==> src/rtl/lfa_pkg.sv <==
// Shared types, constants and a helper function for the long fixed-point accumulator.
// No dependencies; the core and the limb ALU refer to it by scoped names.
package lfa_pkg;

    localparam int LIMB_W     = 64;
    localparam int LIMB_SHIFT = 6;
    localparam int OFF_W      = 3;
    localparam int POS_W      = 9;
    localparam int LEN_W      = 7;
    localparam int COUNT_W    = 10;

    typedef struct packed {
        logic [LIMB_W-1:0] acc;
        logic [LIMB_W-1:0] addend;
        logic              chain;
        logic              sub;
    } alu_in_t;

    typedef struct packed {
        logic [LIMB_W-1:0] result;
        logic              chain;
    } alu_out_t;

    // Bit length of one limb: index of the highest set bit plus one, 0 when empty.
    function automatic logic [LEN_W-1:0] bit_len(input logic [LIMB_W-1:0] v);
        logic [LIMB_SHIFT-1:0] idx;
        logic [LIMB_SHIFT-1:0] probe;
        int                    s;
        idx = '0;
        for (s = LIMB_SHIFT - 1; s >= 0; s--) begin
            probe = idx | LIMB_SHIFT'(1 << s);
            if ((v >> probe) != '0) begin
                idx = probe;
            end
        end
        if (v == '0) begin
            bit_len = '0;
        end else begin
            bit_len = LEN_W'(idx) + LEN_W'(1);
        end
    endfunction

endpackage

==> src/rtl/long_fixed_accumulator_core.sv <==
// Long fixed-point accumulator: LIMBS x 64-bit two's-complement value held in one RAM.
// A new transaction is taken only once the last one has moved its result to the output
// register; the single limb ALU walks every limb through the one read port and one
// write port of the limb RAM.
// Reset (aresetn, synchronous): clears control state and the per-limb valid bits, so
// every limb reads as zero until written; no clearing pass is needed.
module long_fixed_accumulator_core #(
    parameter int LIMBS = 8
) (
    input  logic                          aclk,
    input  logic                          aresetn,
    // input channel
    input  logic                          s_valid,
    output logic                          s_ready,
    input  logic                          s_kind,
    input  logic [lfa_pkg::LIMB_W-1:0]    s_addend_low,
    input  logic [lfa_pkg::LIMB_W-1:0]    s_addend_high,
    input  logic [lfa_pkg::OFF_W-1:0]     s_limb_offset,
    input  logic                          s_subtract,
    input  logic [lfa_pkg::POS_W-1:0]     s_bit_position,
    // result channel
    output logic                          m_valid,
    input  logic                          m_ready,
    output logic                          m_overflow,
    output logic                          m_negative,
    output logic                          m_zero,
    output logic [lfa_pkg::COUNT_W-1:0]   m_bit_count,
    output logic [lfa_pkg::LIMB_W-1:0]    m_window,
    output logic                          m_sticky
);

    localparam int IW = $clog2(LIMBS);
    // compare width: holds a limb index as well as offset+1 and the window limb+1
    localparam int CW = IW + 4;
    // width for limb_index*64 + length before masking to the count field
    localparam int BW = (IW + 7 > lfa_pkg::COUNT_W) ? IW + 7 : lfa_pkg::COUNT_W;

    localparam logic [1:0] ST_IDLE = 2'd0;
    localparam logic [1:0] ST_RUN  = 2'd1;
    localparam logic [1:0] ST_FIN  = 2'd2;

    logic [1:0] state_reg, state_next;
    logic [IW-1:0] cnt_reg;
    logic [IW-1:0] cnt_inc;
    logic          last_limb;

    // captured transaction
    logic                          kind_reg;
    logic [lfa_pkg::LIMB_W-1:0]    lo_reg, hi_reg;
    logic [lfa_pkg::OFF_W-1:0]     off_reg;
    logic                          sub_reg;
    logic [lfa_pkg::POS_W-1:0]     pos_reg;

    // scan state
    logic                          chain_reg;
    logic                          found_reg;
    logic [lfa_pkg::LIMB_W-1:0]    top_val_reg;
    logic [IW-1:0]                 top_idx_reg;
    logic [lfa_pkg::LIMB_W-1:0]    win_lo_reg, win_hi_reg;
    logic                          stk_reg;
    logic                          ovf_reg;
    logic                          neg_reg;

    // limb valid bits stand in for clearing the RAM at reset
    logic [LIMBS-1:0]              valid_reg;
    logic                          valid_q_reg;

    // output register
    logic                          m_valid_reg;
    logic                          ovf_out_reg, neg_out_reg, zero_out_reg, stk_out_reg;
    logic [lfa_pkg::COUNT_W-1:0]   count_out_reg;
    logic [lfa_pkg::LIMB_W-1:0]    win_out_reg;

    logic                          accept;
    logic                          slot_free;
    logic                          rd_en;
    logic [IW-1:0]                 rd_addr;
    logic                          wr_en;
    logic [lfa_pkg::LIMB_W-1:0]    rd_data;
    logic [lfa_pkg::LIMB_W-1:0]    limb_old;
    logic [lfa_pkg::LIMB_W-1:0]    limb_new;
    logic [lfa_pkg::LIMB_W-1:0]    low_mask;

    logic [CW-1:0]                 k_ext, off_ext, win_ext;

    lfa_pkg::alu_in_t              alu_op;
    lfa_pkg::alu_out_t             alu_res;

    logic [BW-1:0]                 count_wide;
    logic [2*lfa_pkg::LIMB_W-1:0]  win_pair;

    assign accept    = s_valid && s_ready;
    assign s_ready   = (state_reg == ST_IDLE);
    assign slot_free = !m_valid_reg || m_ready;
    assign cnt_inc   = cnt_reg + IW'(1);
    assign last_limb = (cnt_reg == IW'(LIMBS - 1));

    // issue limb 0 on accept, then the next limb while the current one is processed
    assign rd_en   = accept || (state_reg == ST_RUN && !last_limb);
    assign rd_addr = (state_reg == ST_IDLE) ? '0 : cnt_inc;
    assign wr_en   = (state_reg == ST_RUN) && !kind_reg;

    lfa_ram #(
        .WIDTH (lfa_pkg::LIMB_W),
        .DEPTH (LIMBS)
    ) u_limbs (
        .aclk    (aclk),
        .wr_en   (wr_en),
        .wr_addr (cnt_reg),
        .wr_data (limb_new),
        .rd_en   (rd_en),
        .rd_addr (rd_addr),
        .rd_data (rd_data)
    );

    // unwritten limbs read as zero
    assign limb_old = valid_q_reg ? rd_data : '0;

    assign k_ext   = CW'(cnt_reg);
    assign off_ext = CW'(off_reg);
    assign win_ext = CW'(pos_reg[lfa_pkg::POS_W-1:lfa_pkg::LIMB_SHIFT]);

    always_comb begin
        alu_op.acc   = limb_old;
        alu_op.chain = chain_reg;
        alu_op.sub   = sub_reg;
        // low word lands on the offset limb, high word on the next; the rest adds zero
        if (k_ext == off_ext) begin
            alu_op.addend = lo_reg;
        end else if (k_ext == off_ext + CW'(1)) begin
            alu_op.addend = hi_reg;
        end else begin
            alu_op.addend = '0;
        end
    end

    lfa_limb_alu u_alu (
        .op  (alu_op),
        .res (alu_res)
    );

    // reads leave the limb as it is
    assign limb_new = kind_reg ? limb_old : alu_res.result;
    assign low_mask = (lfa_pkg::LIMB_W'(1) << pos_reg[lfa_pkg::LIMB_SHIFT-1:0])
                      - lfa_pkg::LIMB_W'(1);

    always_comb begin
        state_next = state_reg;
        unique case (state_reg)
            ST_IDLE: begin
                if (accept) begin
                    state_next = ST_RUN;
                end
            end
            ST_RUN: begin
                if (last_limb) begin
                    state_next = ST_FIN;
                end
            end
            ST_FIN: begin
                if (slot_free) begin
                    state_next = ST_IDLE;
                end
            end
            default: begin
                state_next = ST_IDLE;
            end
        endcase
    end

    always_ff @(posedge aclk) begin
        if (!aresetn) begin
            state_reg   <= ST_IDLE;
            valid_reg   <= '0;
            valid_q_reg <= 1'b0;
        end else begin
            state_reg <= state_next;
            if (rd_en) begin
                valid_q_reg <= valid_reg[rd_addr];
            end
            if (wr_en) begin
                valid_reg[cnt_reg] <= 1'b1;
            end
        end
    end

    // datapath: capture the transaction, then walk the limbs upward
    always_ff @(posedge aclk) begin
        if (accept) begin
            kind_reg   <= s_kind;
            lo_reg     <= s_addend_low;
            hi_reg     <= s_addend_high;
            off_reg    <= s_limb_offset;
            sub_reg    <= s_subtract;
            pos_reg    <= s_bit_position;
            cnt_reg    <= '0;
            chain_reg  <= 1'b0;
            found_reg  <= 1'b0;
            win_lo_reg <= '0;
            win_hi_reg <= '0;
            stk_reg    <= 1'b0;
        end else if (state_reg == ST_RUN) begin
            cnt_reg   <= cnt_inc;
            chain_reg <= alu_res.chain;
            // the last nonzero limb seen on the way up is the top one
            if (limb_new != '0) begin
                found_reg   <= 1'b1;
                top_val_reg <= limb_new;
                top_idx_reg <= cnt_reg;
            end
            // hold the two limbs that the read window spans
            if (k_ext == win_ext) begin
                win_lo_reg <= limb_new;
            end
            if (k_ext == win_ext + CW'(1)) begin
                win_hi_reg <= limb_new;
            end
            // sticky: whole limbs below the window limb, then its low bits
            if ((k_ext < win_ext && limb_new != '0)
                || (k_ext == win_ext && (limb_new & low_mask) != '0)) begin
                stk_reg <= 1'b1;
            end
            if (last_limb) begin
                neg_reg <= limb_new[lfa_pkg::LIMB_W-1];
                if (kind_reg) begin
                    ovf_reg <= 1'b0;
                end else if (sub_reg) begin
                    ovf_reg <= limb_old[lfa_pkg::LIMB_W-1] && !limb_new[lfa_pkg::LIMB_W-1];
                end else begin
                    ovf_reg <= !limb_old[lfa_pkg::LIMB_W-1] && limb_new[lfa_pkg::LIMB_W-1];
                end
            end
        end
    end

    // finish: bit length of the top limb and the window shift
    assign count_wide = found_reg
        ? ((BW'(top_idx_reg) << lfa_pkg::LIMB_SHIFT) + BW'(lfa_pkg::bit_len(top_val_reg)))
        : '0;
    assign win_pair   = {win_hi_reg, win_lo_reg} >> pos_reg[lfa_pkg::LIMB_SHIFT-1:0];

    always_ff @(posedge aclk) begin
        if (!aresetn) begin
            m_valid_reg <= 1'b0;
        end else if (state_reg == ST_FIN && slot_free) begin
            m_valid_reg <= 1'b1;
        end else if (m_ready) begin
            m_valid_reg <= 1'b0;
        end
    end

    always_ff @(posedge aclk) begin
        if (state_reg == ST_FIN && slot_free) begin
            ovf_out_reg   <= ovf_reg;
            neg_out_reg   <= neg_reg;
            zero_out_reg  <= !found_reg;
            count_out_reg <= count_wide[lfa_pkg::COUNT_W-1:0];
            // window and sticky report on reads only
            win_out_reg   <= kind_reg ? win_pair[lfa_pkg::LIMB_W-1:0] : '0;
            stk_out_reg   <= kind_reg && stk_reg;
        end
    end

    assign m_valid     = m_valid_reg;
    assign m_overflow  = ovf_out_reg;
    assign m_negative  = neg_out_reg;
    assign m_zero      = zero_out_reg;
    assign m_bit_count = count_out_reg;
    assign m_window    = win_out_reg;
    assign m_sticky    = stk_out_reg;

endmodule

==> src/rtl/lfa_ram.sv <==
// Generic single-clock RAM: one write port, one read port, registered read data.
// No dependencies.
module lfa_ram #(
    parameter int WIDTH = 64,
    parameter int DEPTH = 8
) (
    input  logic                     aclk,
    input  logic                     wr_en,
    input  logic [$clog2(DEPTH)-1:0] wr_addr,
    input  logic [WIDTH-1:0]         wr_data,
    input  logic                     rd_en,
    input  logic [$clog2(DEPTH)-1:0] rd_addr,
    output logic [WIDTH-1:0]         rd_data
);

    logic [WIDTH-1:0] mem [DEPTH];
    logic [WIDTH-1:0] rd_data_reg;

    always_ff @(posedge aclk) begin
        if (wr_en) begin
            mem[wr_addr] <= wr_data;
        end
        if (rd_en) begin
            rd_data_reg <= mem[rd_addr];
        end
    end

    assign rd_data = rd_data_reg;

endmodule

==> src/rtl/lfa_limb_alu.sv <==
// One-limb add/subtract with carry or borrow chaining.
// Depends on lfa_pkg for the operand and result structs.
module lfa_limb_alu (
    input  lfa_pkg::alu_in_t  op,
    output lfa_pkg::alu_out_t res
);

    logic [lfa_pkg::LIMB_W:0] wide;

    always_comb begin
        if (op.sub) begin
            wide = {1'b0, op.acc} - {1'b0, op.addend} - (lfa_pkg::LIMB_W + 1)'(op.chain);
        end else begin
            wide = {1'b0, op.acc} + {1'b0, op.addend} + (lfa_pkg::LIMB_W + 1)'(op.chain);
        end
        res.result = wide[lfa_pkg::LIMB_W-1:0];
        // top bit is the carry on add and the borrow on subtract
        res.chain  = wide[lfa_pkg::LIMB_W];
    end

endmodule

==> config.mk <==
export PLATFORM = sky130hd
export DESIGN_NAME = long_fixed_accumulator_core
export DESIGN_NICKNAME = d
export VERILOG_FILES = /design/src/rtl/lfa_pkg.sv /design/src/rtl/long_fixed_accumulator_core.sv /design/src/rtl/lfa_ram.sv /design/src/rtl/lfa_limb_alu.sv
export SDC_FILE = /design/constraint.sdc
export NUM_CORES = 2
export LEC_CHECK = 0
export BUFFER_PORTS_ARGS = -buffer_cell sky130_fd_sc_hd__buf_2
export CORE_MARGIN = 3
export CORE_UTILIZATION = 45
export CTS_CLUSTER_SIZE = 28
export DETAILED_ROUTE_END_ITERATION = 8
export GPL_TIMING_DRIVEN = 0
export PLACE_DENSITY = 0.7
export SKIP_CTS_REPAIR_TIMING = 1
export SLEW_MARGIN = 0
export SYNTH_ARGS = -nofsm -noshare
export SYNTH_HDL_FRONTEND = slang
export SYNTH_SLANG_ARGS = --single-unit
==> constraint.sdc <==
create_clock -name aclk -period 15.1 [get_ports aclk]
set_clock_uncertainty 0.05 [all_clocks]
set_input_delay 3.02 -clock aclk [delete_from_list [all_inputs] [get_ports aclk]]
set_output_delay 3.02 -clock aclk [all_outputs]
set_load 0.02 [all_outputs]
==> impl_metrics.json <==
{
  "core-area_um2": 129000,
  "grt_pass1_wl_um": 341000,
  "drc": 0,
  "violations": "max-capacitance violations",
  "min_period_ps": 11100,
  "synth_most_common_cell": "edfxtp_1",
  "ys_ff_latch": 1010,
  "overflow": 0,
  "antenna_found_initial": 16,
  "cts_sinks": 1010,
  "drtIter0Drc": 7927,
  "syn_to_final_growth_pct": 14.6,
  "clk_pin_slew_ps": 60,
  "fp-row-count": 131,
  "drive_above_1_share_pct": 14.4,
  "clockRootBuffer": "clkbuf_16",
  "die_y_um": 367,
  "dr.pass1.iters": 8,
  "relSlewSlack_pct": 0.254,
  "start_util_pct": 45.7,
  "wirelength_um": 241000,
  "ir_drop_v": 0.0000936,
  "startpoint_type": "register",
  "synth-main-ff-cell": "edfxtp_1",
  "ios": 226,
  "postRouteAntennaNets": 0,
  "yosys_warnings": 0,
  "postSynthAreaPerCell_um2": 10.7,
  "setup-violations-final": 0,
  "regMostFlops": "u_limbs.mem",
  "dieArea_um2": 135000,
  "end_kind": "register",
  "status": "complete, but fails checks",
  "clock_path_buffers": 3,
  "clock_latency_ps": 790,
  "worst_pin_slew_ps": 1500,
  "fin_nets": 6281,
  "rsz0062_at_grt": "false",
  "gp_congestion": 1.02,
  "n_fill_cell": 11300,
  "grt_usage_pct": 34.7,
  "synth_area_leader_cell": "edfxtp_1",
  "syn_inst": 5512,
  "dp_hpwl_um": 187000,
  "hold_class": "reg2reg",
  "grt_pass1_vias": 47400,
  "post-route-util_pct": 52.3,
  "leakage_nw": 25.1,
  "timing.rr.start": "cnt_reg[0]",
  "die_w_um": 367,
  "crit_type": "reg2reg",
  "synth_edf_count": 865,
  "synth_seq_area_share_pct": 49.1,
  "ctsHtreeMaxLevel": 3,
  "wl_per_cell_um": 31.0,
  "synthesis.area_um2": 58800,
  "yosys-top-cells-count": "edfxtp_1 (865), nand2_1 (786), nor2_1 (437), a21oi_1 (325), inv_1 (302)",
  "cp.arrival_ps": 11660,
  "hold_start": "neg_reg",
  "maxSlewViolCount": 0,
  "period_share_pct": 73.5,
  "cts_tree": "built",
  "vias": 50800,
  "portBuffers": 225,
  "vias_per_cell": 6.53,
  "max_freq_mhz": 90.1,
  "grt_max_degree": 71,
  "numCtsBuffers": 104,
  "required_ps": 15660,
  "synth.top_cell.area_share_pct": 44.2,
  "synthTopCellsByArea": "edfxtp_1 (44%), mux4_2 (8.2%), nand2_1 (5.0%)",
  "crit_start": "cnt_reg[0]",
  "synth_nets": 5860,
  "worstPathMaxFanout": 11,
  "cap_violations": 1,
  "largest_reg_flops": 512,
  "setup_tns_ps": 0,
  "pwr_density_cell_nw_per_um2": 142,
  "ys_types": 112,
  "final_hold_viol_count": 0,
  "async_flop_share_pct": 0
}
cells in the final DEF (no fill, tap or decap), types with 27 or more instances in the layout:
master	instances
a211oi_1	73
a21o_1	54
a21oi_1	321
a22o_1	70
a31oi_1	30
and2_1	29
buf_1	75
buf_2	248
clkbuf_1	263
clkbuf_16	104
clkinv_1	31
dfxtp_1	145
edfxtp_1	865
ha_1	198
inv_1	302
mux2_2	33
mux2i_1	213
mux4_2	214
nand2_1	786
nand2b_1	31
nand3_1	97
nand4_1	39
nor2_1	430
nor2b_1	27
nor3_1	213
nor4_1	49
o211ai_1	33
o21a_1	32
o21ai_0	241
o221ai_1	69
or3_1	27
xnor2_1	69
metal layers:
layer	vias to the layer above	global-route usage (%)	routed length, um
li1	21500	-	-
met1	25100	50.0	97700
met2	3629	49.4	99900
met3	467	10.9	34100
met4	8	11.8	8980
met5	-	0.855	139
area by class of cell:
cell class / count / area (um2) / area share [%]
diodes: 19 / 47.5 / 0.0706
plain buffers: 351 / 1420 / 2.10
clock buffers: 130 / 2760 / 4.10
clock inverters: 68 / 762 / 1.13
inverters: 312 / 1170 / 1.74
multi-input cells: 3839 / 27700 / 41.1
flip-flops and latches: 1010 / 28900 / 42.9
well taps: 1729 / 2160 / 3.21
repair buffers: 315 / 2440 / 3.63
cell families after synthesis:
family                   Yosys count  share of synthesized area (%)
buffers and inverters            663                           4.40
AO/OA/AOI/OAI                   1223                           14.0
adder cells (fa/ha/maj)          203                           4.37
flip-flops                      1010                           49.1
multiplexers                     463                           12.5
AND/OR/NAND/NOR                 1858                           14.2
XOR/XNOR                          92                           1.38
worst max-delay path, stage by stage (launching register included):
cell       delay (ps)
dfxtp_1           730
clkbuf_1          660
a21oi_1           170
nor3_2            780
buf_6             270
clkbuf_1          430
a22o_1            350
ha_1              340
inv_1             200
ha_1              320
or3_1             430
nand4_1           170
o211ai_1          100
a21oi_1           350
o21a_1            240
a21oi_1           100
xnor2_1           140
o21ai_0            90
a21oi_1          1170
inv_1             820
o21ai_0           360
nand3_1           120
nor4b_1           630
nand4_1           220
or4b_2            660
nor4_2            830
o2bb2ai_1         150
worst paths after layout:
check	to	slack, ps	cells past startpoint
worst max-delay path	stk_reg	4000	26
worst min-delay path	m_negative	390	0
worst max register to register	stk_reg	4000	26
worst min register to register	m_negative	390	0
metrics by stage:
stage	instances	hold WS, ps	setup WS [ps]	cell area (um2)	power [W]
floorplan	5512	350	6950	58800	0.00534
CTS	7754	399	3920	67300	0.00941
detailed placement	7556	366	4020	63800	0.00678
global route	7754	414	3850	67300	0.00982
finish	7773	392	4000	67400	0.00953
global placement	7466	351	542	62100	0.00660
power breakdown:
group | total [W] | switching (W) | internal [W] | leakage (nW)
Clock | 0.00264 | 0.00116 | 0.00148 | 1.71
Sequential | 0.00347 | 0.000132 | 0.00334 | 9.22
Combinational | 0.00342 | 0.00234 | 0.00108 | 14.2
Power figures use the tool's default switching activity.
